===== src/design/dtmd_pkg.sv =====
// ----------------------------------------------------------------------------
// dtmd_pkg: shared constants for the debounced toggle / EMA motor duty unit
// Widths of the sample, filter, duty and configuration paths, register
// indexes and register reset values.
// ----------------------------------------------------------------------------
package dtmd_pkg;

  // Sample and duty resolution
  localparam int unsigned ADC_BITS  = 12;
  localparam int unsigned DUTY_BITS = 10;
  localparam int unsigned FRAC_BITS = 8;   // Q1.8 alpha, Q(ADC).8 filter

  // Derived widths
  localparam int unsigned FILT_W   = ADC_BITS + FRAC_BITS;
  localparam int unsigned ALPHA_W  = FRAC_BITS + 1;
  localparam int unsigned DEB_W    = 4;
  localparam int unsigned MUL_A_W  = (DUTY_BITS > ALPHA_W) ? DUTY_BITS : ALPHA_W;
  localparam int unsigned PROD_W   = MUL_A_W + FILT_W;
  localparam int unsigned SUM_W    = PROD_W + 1;
  localparam int unsigned Y_W      = PROD_W - FRAC_BITS;
  localparam int unsigned Q_W      = Y_W + 1 - ADC_BITS;
  localparam int unsigned T_W      = Q_W + DUTY_BITS;

  // Configuration port
  localparam int unsigned CFG_ADDR_W = 2;
  localparam int unsigned CFG_W0     = (ADC_BITS > DUTY_BITS) ? ADC_BITS : DUTY_BITS;
  localparam int unsigned CFG_W1     = (CFG_W0 > ALPHA_W) ? CFG_W0 : ALPHA_W;
  localparam int unsigned CFG_W      = (CFG_W1 > DEB_W) ? CFG_W1 : DEB_W;

  localparam logic [CFG_ADDR_W-1:0] REG_DEBOUNCE_LIMIT = CFG_ADDR_W'(0);
  localparam logic [CFG_ADDR_W-1:0] REG_EMA_ALPHA      = CFG_ADDR_W'(1);
  localparam logic [CFG_ADDR_W-1:0] REG_DEAD_ZONE      = CFG_ADDR_W'(2);
  localparam logic [CFG_ADDR_W-1:0] REG_MIN_START_DUTY = CFG_ADDR_W'(3);

  // Register reset values
  localparam logic [DEB_W-1:0]     DEBOUNCE_LIMIT_RST = DEB_W'(3);
  localparam logic [ALPHA_W-1:0]   EMA_ALPHA_RST      = ALPHA_W'(77);
  localparam logic [ADC_BITS-1:0]  DEAD_ZONE_RST      = ADC_BITS'(50);
  localparam logic [DUTY_BITS-1:0] MIN_START_RST      = DUTY_BITS'(400);

  // Full-scale values
  localparam logic [DUTY_BITS-1:0] DUTY_MAX  = '1;
  localparam logic [ADC_BITS-1:0]  ADC_MAX   = '1;
  localparam logic [ALPHA_W-1:0]   ALPHA_ONE = ALPHA_W'(1 << FRAC_BITS);

endpackage


===== src/design/debounced_toggle_ema_motor_duty_unit.sv =====
// ----------------------------------------------------------------------------
// debounced_toggle_ema_motor_duty_unit
// Button debounce with run toggle, EMA filter on the pot sample and a linear
// map of the filtered level onto a PWM duty; one duty result per sample.
// ----------------------------------------------------------------------------
// Every transaction on the input channel yields one result (duty, running).
// A button sample is handled in the accept cycle, which moves straight to
// ST_DONE. For a pot sample the filter update and the duty scaling share
// a single 10x20 multiplier that a small sequencer steps through three
// products, then the divide by full scale (a constant 2^ADC_BITS-1) is
// done by a shift-add estimate and one correction step, ahead of ST_DONE.
// The input is stalled from accept until the result is loaded into the
// output register; the output register lets the next sample enter while a
// result is still waiting. Configuration writes take effect at once and are
// only to be issued while the unit is idle.
// ----------------------------------------------------------------------------
module debounced_toggle_ema_motor_duty_unit (
  input  logic                                 clk_i,
  input  logic                                 rst_ni,
  // configuration write port
  input  logic                                 cfg_we_i,
  input  logic [dtmd_pkg::CFG_ADDR_W-1:0]      cfg_addr_i,
  input  logic [dtmd_pkg::CFG_W-1:0]           cfg_wdata_i,
  // input channel
  input  logic                                 in_valid_i,
  output logic                                 in_stall_o,
  input  logic                                 req_type_i,
  input  logic                                 button_level_i,
  input  logic [dtmd_pkg::ADC_BITS-1:0]        adc_sample_i,
  // output channel
  output logic                                 out_valid_o,
  input  logic                                 out_stall_i,
  output logic [dtmd_pkg::DUTY_BITS-1:0]       duty_o,
  output logic                                 running_o
);

  typedef enum logic [2:0] {
    ST_IDLE,
    ST_MUL_NEW,
    ST_MUL_OLD,
    ST_FILT,
    ST_MUL_SPAN,
    ST_DIV_EST,
    ST_DIV_FIX,
    ST_DONE
  } state_e;

  // Configuration registers
  logic [dtmd_pkg::DEB_W-1:0]     deb_limit_q;
  logic [dtmd_pkg::ALPHA_W-1:0]   alpha_q;
  logic [dtmd_pkg::ADC_BITS-1:0]  dead_zone_q;
  logic [dtmd_pkg::DUTY_BITS-1:0] min_start_q;

  // Block state
  state_e                          state_q;
  logic                            stable_q;
  logic [dtmd_pkg::DEB_W-1:0]      mismatch_q;
  logic                            running_q;
  logic                            have_first_q;
  logic [dtmd_pkg::FILT_W-1:0]     filt_q;
  logic [dtmd_pkg::DUTY_BITS-1:0]  target_q;

  // Datapath registers
  logic [dtmd_pkg::FILT_W-1:0]     sample_q;
  logic [dtmd_pkg::PROD_W-1:0]     prod_q;
  logic [dtmd_pkg::PROD_W-1:0]     acc_q;
  logic [dtmd_pkg::Y_W-1:0]        y_q;
  logic [dtmd_pkg::Q_W-1:0]        est_q;
  logic                            above_q;

  // Output register
  logic                            out_valid_q;
  logic [dtmd_pkg::DUTY_BITS-1:0]  duty_q;
  logic                            out_run_q;

  logic in_accept;
  logic out_take;
  logic out_free;
  logic out_load;

  assign in_accept   = in_valid_i && (state_q == ST_IDLE);
  assign out_take    = out_valid_q && !out_stall_i;
  assign out_free    = !out_valid_q || !out_stall_i;
  assign out_load    = (state_q == ST_DONE) && out_free;
  assign in_stall_o  = (state_q != ST_IDLE);
  assign out_valid_o = out_valid_q;
  assign duty_o      = duty_q;
  assign running_o   = out_run_q;

  // Debounce next state, evaluated on the incoming button level
  logic [dtmd_pkg::DEB_W-1:0] mismatch_inc;
  logic                       deb_differ;
  logic                       deb_adopt;

  assign mismatch_inc = mismatch_q + dtmd_pkg::DEB_W'(1);
  assign deb_differ   = (button_level_i != stable_q);
  assign deb_adopt    = deb_differ && (mismatch_inc >= deb_limit_q);

  // Saturated alpha and its complement
  logic [dtmd_pkg::ALPHA_W-1:0] alpha_sat;
  logic [dtmd_pkg::ALPHA_W-1:0] alpha_inv;

  assign alpha_sat = (alpha_q > dtmd_pkg::ALPHA_ONE) ? dtmd_pkg::ALPHA_ONE : alpha_q;
  assign alpha_inv = dtmd_pkg::ALPHA_ONE - alpha_sat;

  // Duty span above the start duty
  logic [dtmd_pkg::DUTY_BITS-1:0] span;

  assign span = (min_start_q >= dtmd_pkg::DUTY_MAX) ? '0 : (dtmd_pkg::DUTY_MAX - min_start_q);

  // Shared multiplier and its operand select
  logic [dtmd_pkg::MUL_A_W-1:0] mul_a;
  logic [dtmd_pkg::FILT_W-1:0]  mul_b;
  logic [dtmd_pkg::PROD_W-1:0]  mul_p;

  always_comb begin
    case (state_q)
      ST_MUL_NEW: begin
        mul_a = dtmd_pkg::MUL_A_W'(alpha_sat);
        mul_b = sample_q;
      end
      ST_MUL_OLD: begin
        mul_a = dtmd_pkg::MUL_A_W'(alpha_inv);
        mul_b = filt_q;
      end
      default: begin
        mul_a = dtmd_pkg::MUL_A_W'(span);
        mul_b = filt_q;
      end
    endcase
  end

  assign mul_p = dtmd_pkg::PROD_W'(mul_a) * dtmd_pkg::PROD_W'(mul_b);

  // Filter update with round half up
  logic [dtmd_pkg::SUM_W-1:0]  filt_sum;
  logic [dtmd_pkg::FILT_W-1:0] filt_new;

  assign filt_sum = dtmd_pkg::SUM_W'(acc_q) + dtmd_pkg::SUM_W'(prod_q)
                  + dtmd_pkg::SUM_W'(dtmd_pkg::ALPHA_ONE >> 1);
  assign filt_new = filt_sum[dtmd_pkg::FILT_W+dtmd_pkg::FRAC_BITS-1:dtmd_pkg::FRAC_BITS];

  // Divide by full scale: estimate y / (2^N - 1) as (y + y>>N) >> N
  logic [dtmd_pkg::Y_W-1:0] y_val;
  logic [dtmd_pkg::Y_W:0]   est_sum;

  assign y_val   = prod_q[dtmd_pkg::PROD_W-1:dtmd_pkg::FRAC_BITS];
  assign est_sum = {1'b0, y_val} + {1'b0, y_val >> dtmd_pkg::ADC_BITS};

  // Correction: one compare and subtract on the remainder
  logic [dtmd_pkg::Y_W:0]   est_ext;
  logic [dtmd_pkg::Y_W:0]   est_scaled;
  logic [dtmd_pkg::Y_W:0]   rem;
  logic [dtmd_pkg::Q_W:0]   quot;
  logic [dtmd_pkg::T_W-1:0] tgt_sum;
  logic [dtmd_pkg::DUTY_BITS-1:0] tgt_new;

  assign est_ext    = (dtmd_pkg::Y_W+1)'(est_q);
  assign est_scaled = (est_ext << dtmd_pkg::ADC_BITS) - est_ext;
  assign rem        = {1'b0, y_q} - est_scaled;
  assign quot       = (dtmd_pkg::Q_W+1)'(est_q)
                    + (dtmd_pkg::Q_W+1)'(rem >= (dtmd_pkg::Y_W+1)'(dtmd_pkg::ADC_MAX));
  assign tgt_sum    = dtmd_pkg::T_W'(min_start_q) + dtmd_pkg::T_W'(quot);

  always_comb begin
    if (!above_q) begin
      tgt_new = '0;
    end else if (tgt_sum > dtmd_pkg::T_W'(dtmd_pkg::DUTY_MAX)) begin
      tgt_new = dtmd_pkg::DUTY_MAX;
    end else begin
      tgt_new = tgt_sum[dtmd_pkg::DUTY_BITS-1:0];
    end
  end

  // Configuration registers
  always_ff @(posedge clk_i or negedge rst_ni) begin
    if (!rst_ni) begin
      deb_limit_q <= dtmd_pkg::DEBOUNCE_LIMIT_RST;
      alpha_q     <= dtmd_pkg::EMA_ALPHA_RST;
      dead_zone_q <= dtmd_pkg::DEAD_ZONE_RST;
      min_start_q <= dtmd_pkg::MIN_START_RST;
    end else if (cfg_we_i) begin
      case (cfg_addr_i)
        dtmd_pkg::REG_DEBOUNCE_LIMIT: deb_limit_q <= cfg_wdata_i[dtmd_pkg::DEB_W-1:0];
        dtmd_pkg::REG_EMA_ALPHA:      alpha_q     <= cfg_wdata_i[dtmd_pkg::ALPHA_W-1:0];
        dtmd_pkg::REG_DEAD_ZONE:      dead_zone_q <= cfg_wdata_i[dtmd_pkg::ADC_BITS-1:0];
        dtmd_pkg::REG_MIN_START_DUTY: min_start_q <= cfg_wdata_i[dtmd_pkg::DUTY_BITS-1:0];
        default: ;
      endcase
    end
  end

  // Sequencer, state and output register
  always_ff @(posedge clk_i or negedge rst_ni) begin
    if (!rst_ni) begin
      state_q      <= ST_IDLE;
      stable_q     <= 1'b0;
      mismatch_q   <= '0;
      running_q    <= 1'b0;
      have_first_q <= 1'b0;
      filt_q       <= '0;
      target_q     <= '0;
      out_valid_q  <= 1'b0;
      duty_q       <= '0;
      out_run_q    <= 1'b0;
      sample_q     <= '0;
      prod_q       <= '0;
      acc_q        <= '0;
      y_q          <= '0;
      est_q        <= '0;
      above_q      <= 1'b0;
    end else begin
      // a new result wins over the taken one
      if (out_load) begin
        out_valid_q <= 1'b1;
      end else if (out_take) begin
        out_valid_q <= 1'b0;
      end

      case (state_q)
        ST_IDLE: begin
          if (in_accept) begin
            if (!req_type_i) begin
              // debounce the button sample right away
              if (!deb_differ) begin
                mismatch_q <= '0;
              end else if (deb_adopt) begin
                stable_q   <= button_level_i;
                mismatch_q <= '0;
                if (button_level_i) begin
                  running_q <= !running_q;
                end
              end else begin
                mismatch_q <= mismatch_inc;
              end
              state_q <= ST_DONE;
            end else begin
              sample_q <= {adc_sample_i, dtmd_pkg::FRAC_BITS'(0)};
              state_q  <= ST_MUL_NEW;
            end
          end
        end
        ST_MUL_NEW: begin
          prod_q  <= mul_p;
          state_q <= ST_MUL_OLD;
        end
        ST_MUL_OLD: begin
          acc_q   <= prod_q;
          prod_q  <= mul_p;
          state_q <= ST_FILT;
        end
        ST_FILT: begin
          // first sample after reset loads the filter directly
          filt_q       <= have_first_q ? filt_new : sample_q;
          have_first_q <= 1'b1;
          state_q      <= ST_MUL_SPAN;
        end
        ST_MUL_SPAN: begin
          prod_q  <= mul_p;
          above_q <= (filt_q > {dead_zone_q, dtmd_pkg::FRAC_BITS'(0)});
          state_q <= ST_DIV_EST;
        end
        ST_DIV_EST: begin
          y_q     <= y_val;
          est_q   <= est_sum[dtmd_pkg::Y_W:dtmd_pkg::ADC_BITS];
          state_q <= ST_DIV_FIX;
        end
        ST_DIV_FIX: begin
          target_q <= tgt_new;
          state_q  <= ST_DONE;
        end
        ST_DONE: begin
          // load the result once the output register is free
          if (out_free) begin
            duty_q    <= running_q ? target_q : '0;
            out_run_q <= running_q;
            state_q   <= ST_IDLE;
          end
        end
        default: begin
          state_q <= ST_IDLE;
        end
      endcase
    end
  end

endmodule

===== config.mk =====
export PLATFORM = sky130hd
export DESIGN_NAME = debounced_toggle_ema_motor_duty_unit
export DESIGN_NICKNAME = d
export VERILOG_FILES = /design/src/design/dtmd_pkg.sv /design/src/design/debounced_toggle_ema_motor_duty_unit.sv
export SDC_FILE = /design/constraint.sdc
export NUM_CORES = 1
export LEC_CHECK = 0
export BUFFER_PORTS_ARGS = -buffer_cell sky130_fd_sc_hd__buf_2
export CAP_MARGIN = 0
export CORE_MARGIN = 4
export CORE_UTILIZATION = 59
export DETAILED_ROUTE_END_ITERATION = 7
export PLACE_DENSITY = 0.78
export SLEW_MARGIN = 20
export SYNTH_ARGS = -nofsm -noshare
export SYNTH_HDL_FRONTEND = slang
export SYNTH_SLANG_ARGS = --single-unit

===== constraint.sdc =====
create_clock -name clk_i -period 7.5 [get_ports clk_i]
set_input_delay 0.375 -clock clk_i [delete_from_list [all_inputs] [get_ports clk_i]]
set_output_delay 0.375 -clock clk_i [all_outputs]
set_load 0.01 [all_outputs]

==> results.tsv <==
metric	value	unit
Primary FF master, synth	dfrtp_1	
syn nets	2404	
CTS H-tree depth	4	
share of the synthesized area in the top cell type	24.7	%
First-pass DRT Iterations	8	
Core Box Area	30000	um2
Post-synth EDFFs	0	
clk root buf	clkbuf_16	
Detailed Place HPWL	36700	um
commonest cells after routing, fill and taps aside	360 x nand2_1, 232 x inv_1, 194 x ha_1	
ratio of cells with drive above 1 in the final layout	10.9	%
drt total wl	46000	um
Gates resized, CTS repair	0	
Setup crit start kind	flip-flop	
flops & latches, synth	191	
register area share after synthesis	26.5	%
drt first-iter violations	1140	
Synth Area in Adders	29.3	%
grt met1 use	36.6	%
initial antenna violation count	0	
Worst EP required	7800	ps
main combinational cell family by area after synthesis	adder cells	
die width	183	um
Setup Buffers After CTS	0	
die area	33600	um2
top cells by area, synth	dfrtp_1 25%, fa_1 16%, ha_1 13%	
Slew Limit Headroom	38.4	%
Hold Fails Final Rpt	0	
area leader, netlist	dfrtp_1	
Post-Synth Simple-Gate Area	17.2	%
Area Growth Syn to Fin	7.57	%
# Max-Cap Violations	0	
critical path type	reg2reg	
CP Capture Type	flip-flop	
most common cell after layout, fill and taps aside	nand2_1	
Synth Warn #	0	
Max clock buf depth	2	
Final nets	2435	
via count	14682	
post-synthesis xor/xnor area fraction	3.24	%
Most Used Layer, Global Route	met2	
Post-Synthesis Cells	2033	
clock sink count	191	
fmax	0.140	GHz
gr ovfl total	0	
first-pass GRT wire length	76000	um
CTS tree	built	
Least-Margin Pin Slew	924	ps
worst-path fanout max	5	
Mapped Area	18100	um2
crit-path max cell delay	550	ps
Skew-Pair Late Insertion Delay	440	ps
Final ANT Viol Nets	0	
antenna cells	0	
proportion of synthesized area in mux cells	5.35	%
Crit path arrival time	7440	ps
Starting Density	60.5	%
Final Cycle Share	95.3	%
DRC errors left	1	
violated checks	design-rule violations	
clock slew at reported path FFs	80	ps
Avg Inst Size Synth	8.91	um2
outcome	finished, violations left	
hold buffer count at CTS	0	
Via-to-Cell Ratio	5.95	
Worst Skew	13.4	ps
number of CTS-inserted buffers	17	
num rows	63	
Layout fillers	2473	
IO Count	46	
die span in y	183	um
min cycle time layout	7140	ps
Critical Path Most Common Cell	fa_1	
largest net degree at the start of global routing	110	
per-cell routed wire length	18.7	um
GPL Wtd Cong	0.960	
hold crit path type	in2async	
vias in the first global route	14752	
Overall Global Routing Usage	28.2	%
Final Setup Violations	0	
ys async rst share	100	%
slowest library cell on the worst path	fa_1	
synth unique cells	72	
met2 usage	48.2	%
hold_ws	8.52	ps
met3 Usage GRT	5.02	%
Synth Area in Compound Gates	12.2	%
Slew Limit Fails	0	
Port Buffers	45	
==> path summary, 6_finish.rpt <==
check | from | to | slack, ps | depth (start not counted)
max | alpha_q[1] | prod_q[29] | 360 | 27
min | rst_ni | duty_o[1] | 9 | 1
max reg2reg | alpha_q[1] | prod_q[29] | 360 | 27
min reg2reg | duty_o[0] | duty_o[0] | 460 | 2
max in group asynchronous | rst_ni | dead_zone_q[0] | 6230 | 2
min in group clk_i | adc_sample_i[11] | sample_q[19] | 170 | 2
==> state kept, by name (all words and copies together), names as in the netlist <==
register	cells
above_q	1
acc_q	28
alpha_q	9
dead_zone_q	12
deb_limit_q	4
duty_o	10
est_q	11
filt_q	20
have_first_q	1
min_start_q	10
mismatch_q	4
out_valid_o	1
prod_q	30
running_o	1
running_q	1
sample_q	12
stable_q	1
state_q	3
target_q	10
y_q	22
==> worst max-delay path: cells and delay by family, from the launching register on <==
| family | cells | cell delay (ps) |
|---|---|---|
| AOI/OAI and AO/OA | 10 | 1950 |
| and+or+nand+nor | 6 | 1160 |
| buffers and inverters | 3 | 170 |
| xor gates and xnor gates | 1 | 130 |
| adders and majority gates | 7 | 3240 |
| DFF | 1 | 400 |
==> routing by layer <==
metal  up-vias  wire length [um]
met4         0              1720
met3       115              3140
met1      7231             18500
li1       6863                 -
met5         -                 0
met2       473             22700
==> stage by stage <==
stage | std cells | instance area [um2] | utilization, % | worst slack, ps | TNS, ps
after global placement | 2435 | 18900 | 62.9 | 86.2 | 0
after global routing | 2467 | 19500 | 65.0 | -56.6 | -100
after floorplan | 2033 | 18100 | - | 428 | 0
final | 2467 | 19500 | 65.0 | 355 | 0
after detailed placement | 2435 | 18900 | 63.0 | 280 | 0
after CTS | 2467 | 19400 | 64.9 | 290 | 0
==> cell families (layout without fill, tap and decap cells) <==
group	Yosys count	count (layout)
AOI/OAI and AO/OA	340	340
xor gates and xnor gates	67	67
adders and majority gates	338	338
buffers and inverters	299	343
DFF	191	191
muxes	88	88
and+or+nand+nor	710	710
==> cell usage after synthesis, types with 8 or more instances <==
cell type	n
and2_1	15
o21ai_0	107
a211oi_1	9
nand2_1	360
xnor2_1	32
ha_1	194
mux2i_1	17
mux2_2	71
nand3b_1	8
dfstp_2	12
o21bai_1	9
nor4_1	8
or2_2	10
xor2_1	35
nor3b_1	11
nand2b_1	15
nand4_1	9
nor2b_1	21
o21a_1	10
nor2_1	155
nor3_1	23
nand3_1	51
o31ai_1	9
clkbuf_1	58
a21o_1	29
a21oi_1	80
fa_1	144
inv_1	232
dfrtp_1	179
a2bb2oi_1	10
==> cell type report <==
class | count | area (um2) | area share [%]
Clock inverter | 13 | 141 | 0.726
Clock buffer | 19 | 443 | 2.27
Sequential cell | 191 | 4790 | 24.6
Multi-Input combinational cell | 1543 | 12300 | 62.9
Inverter | 232 | 871 | 4.47
Timing Repair Buffer | 79 | 493 | 2.53
Tap cell | 390 | 488 | 2.50
Power is not shown: default switching activity piles up to over one toggle a cycle in this logic, so the estimate is an artifact.
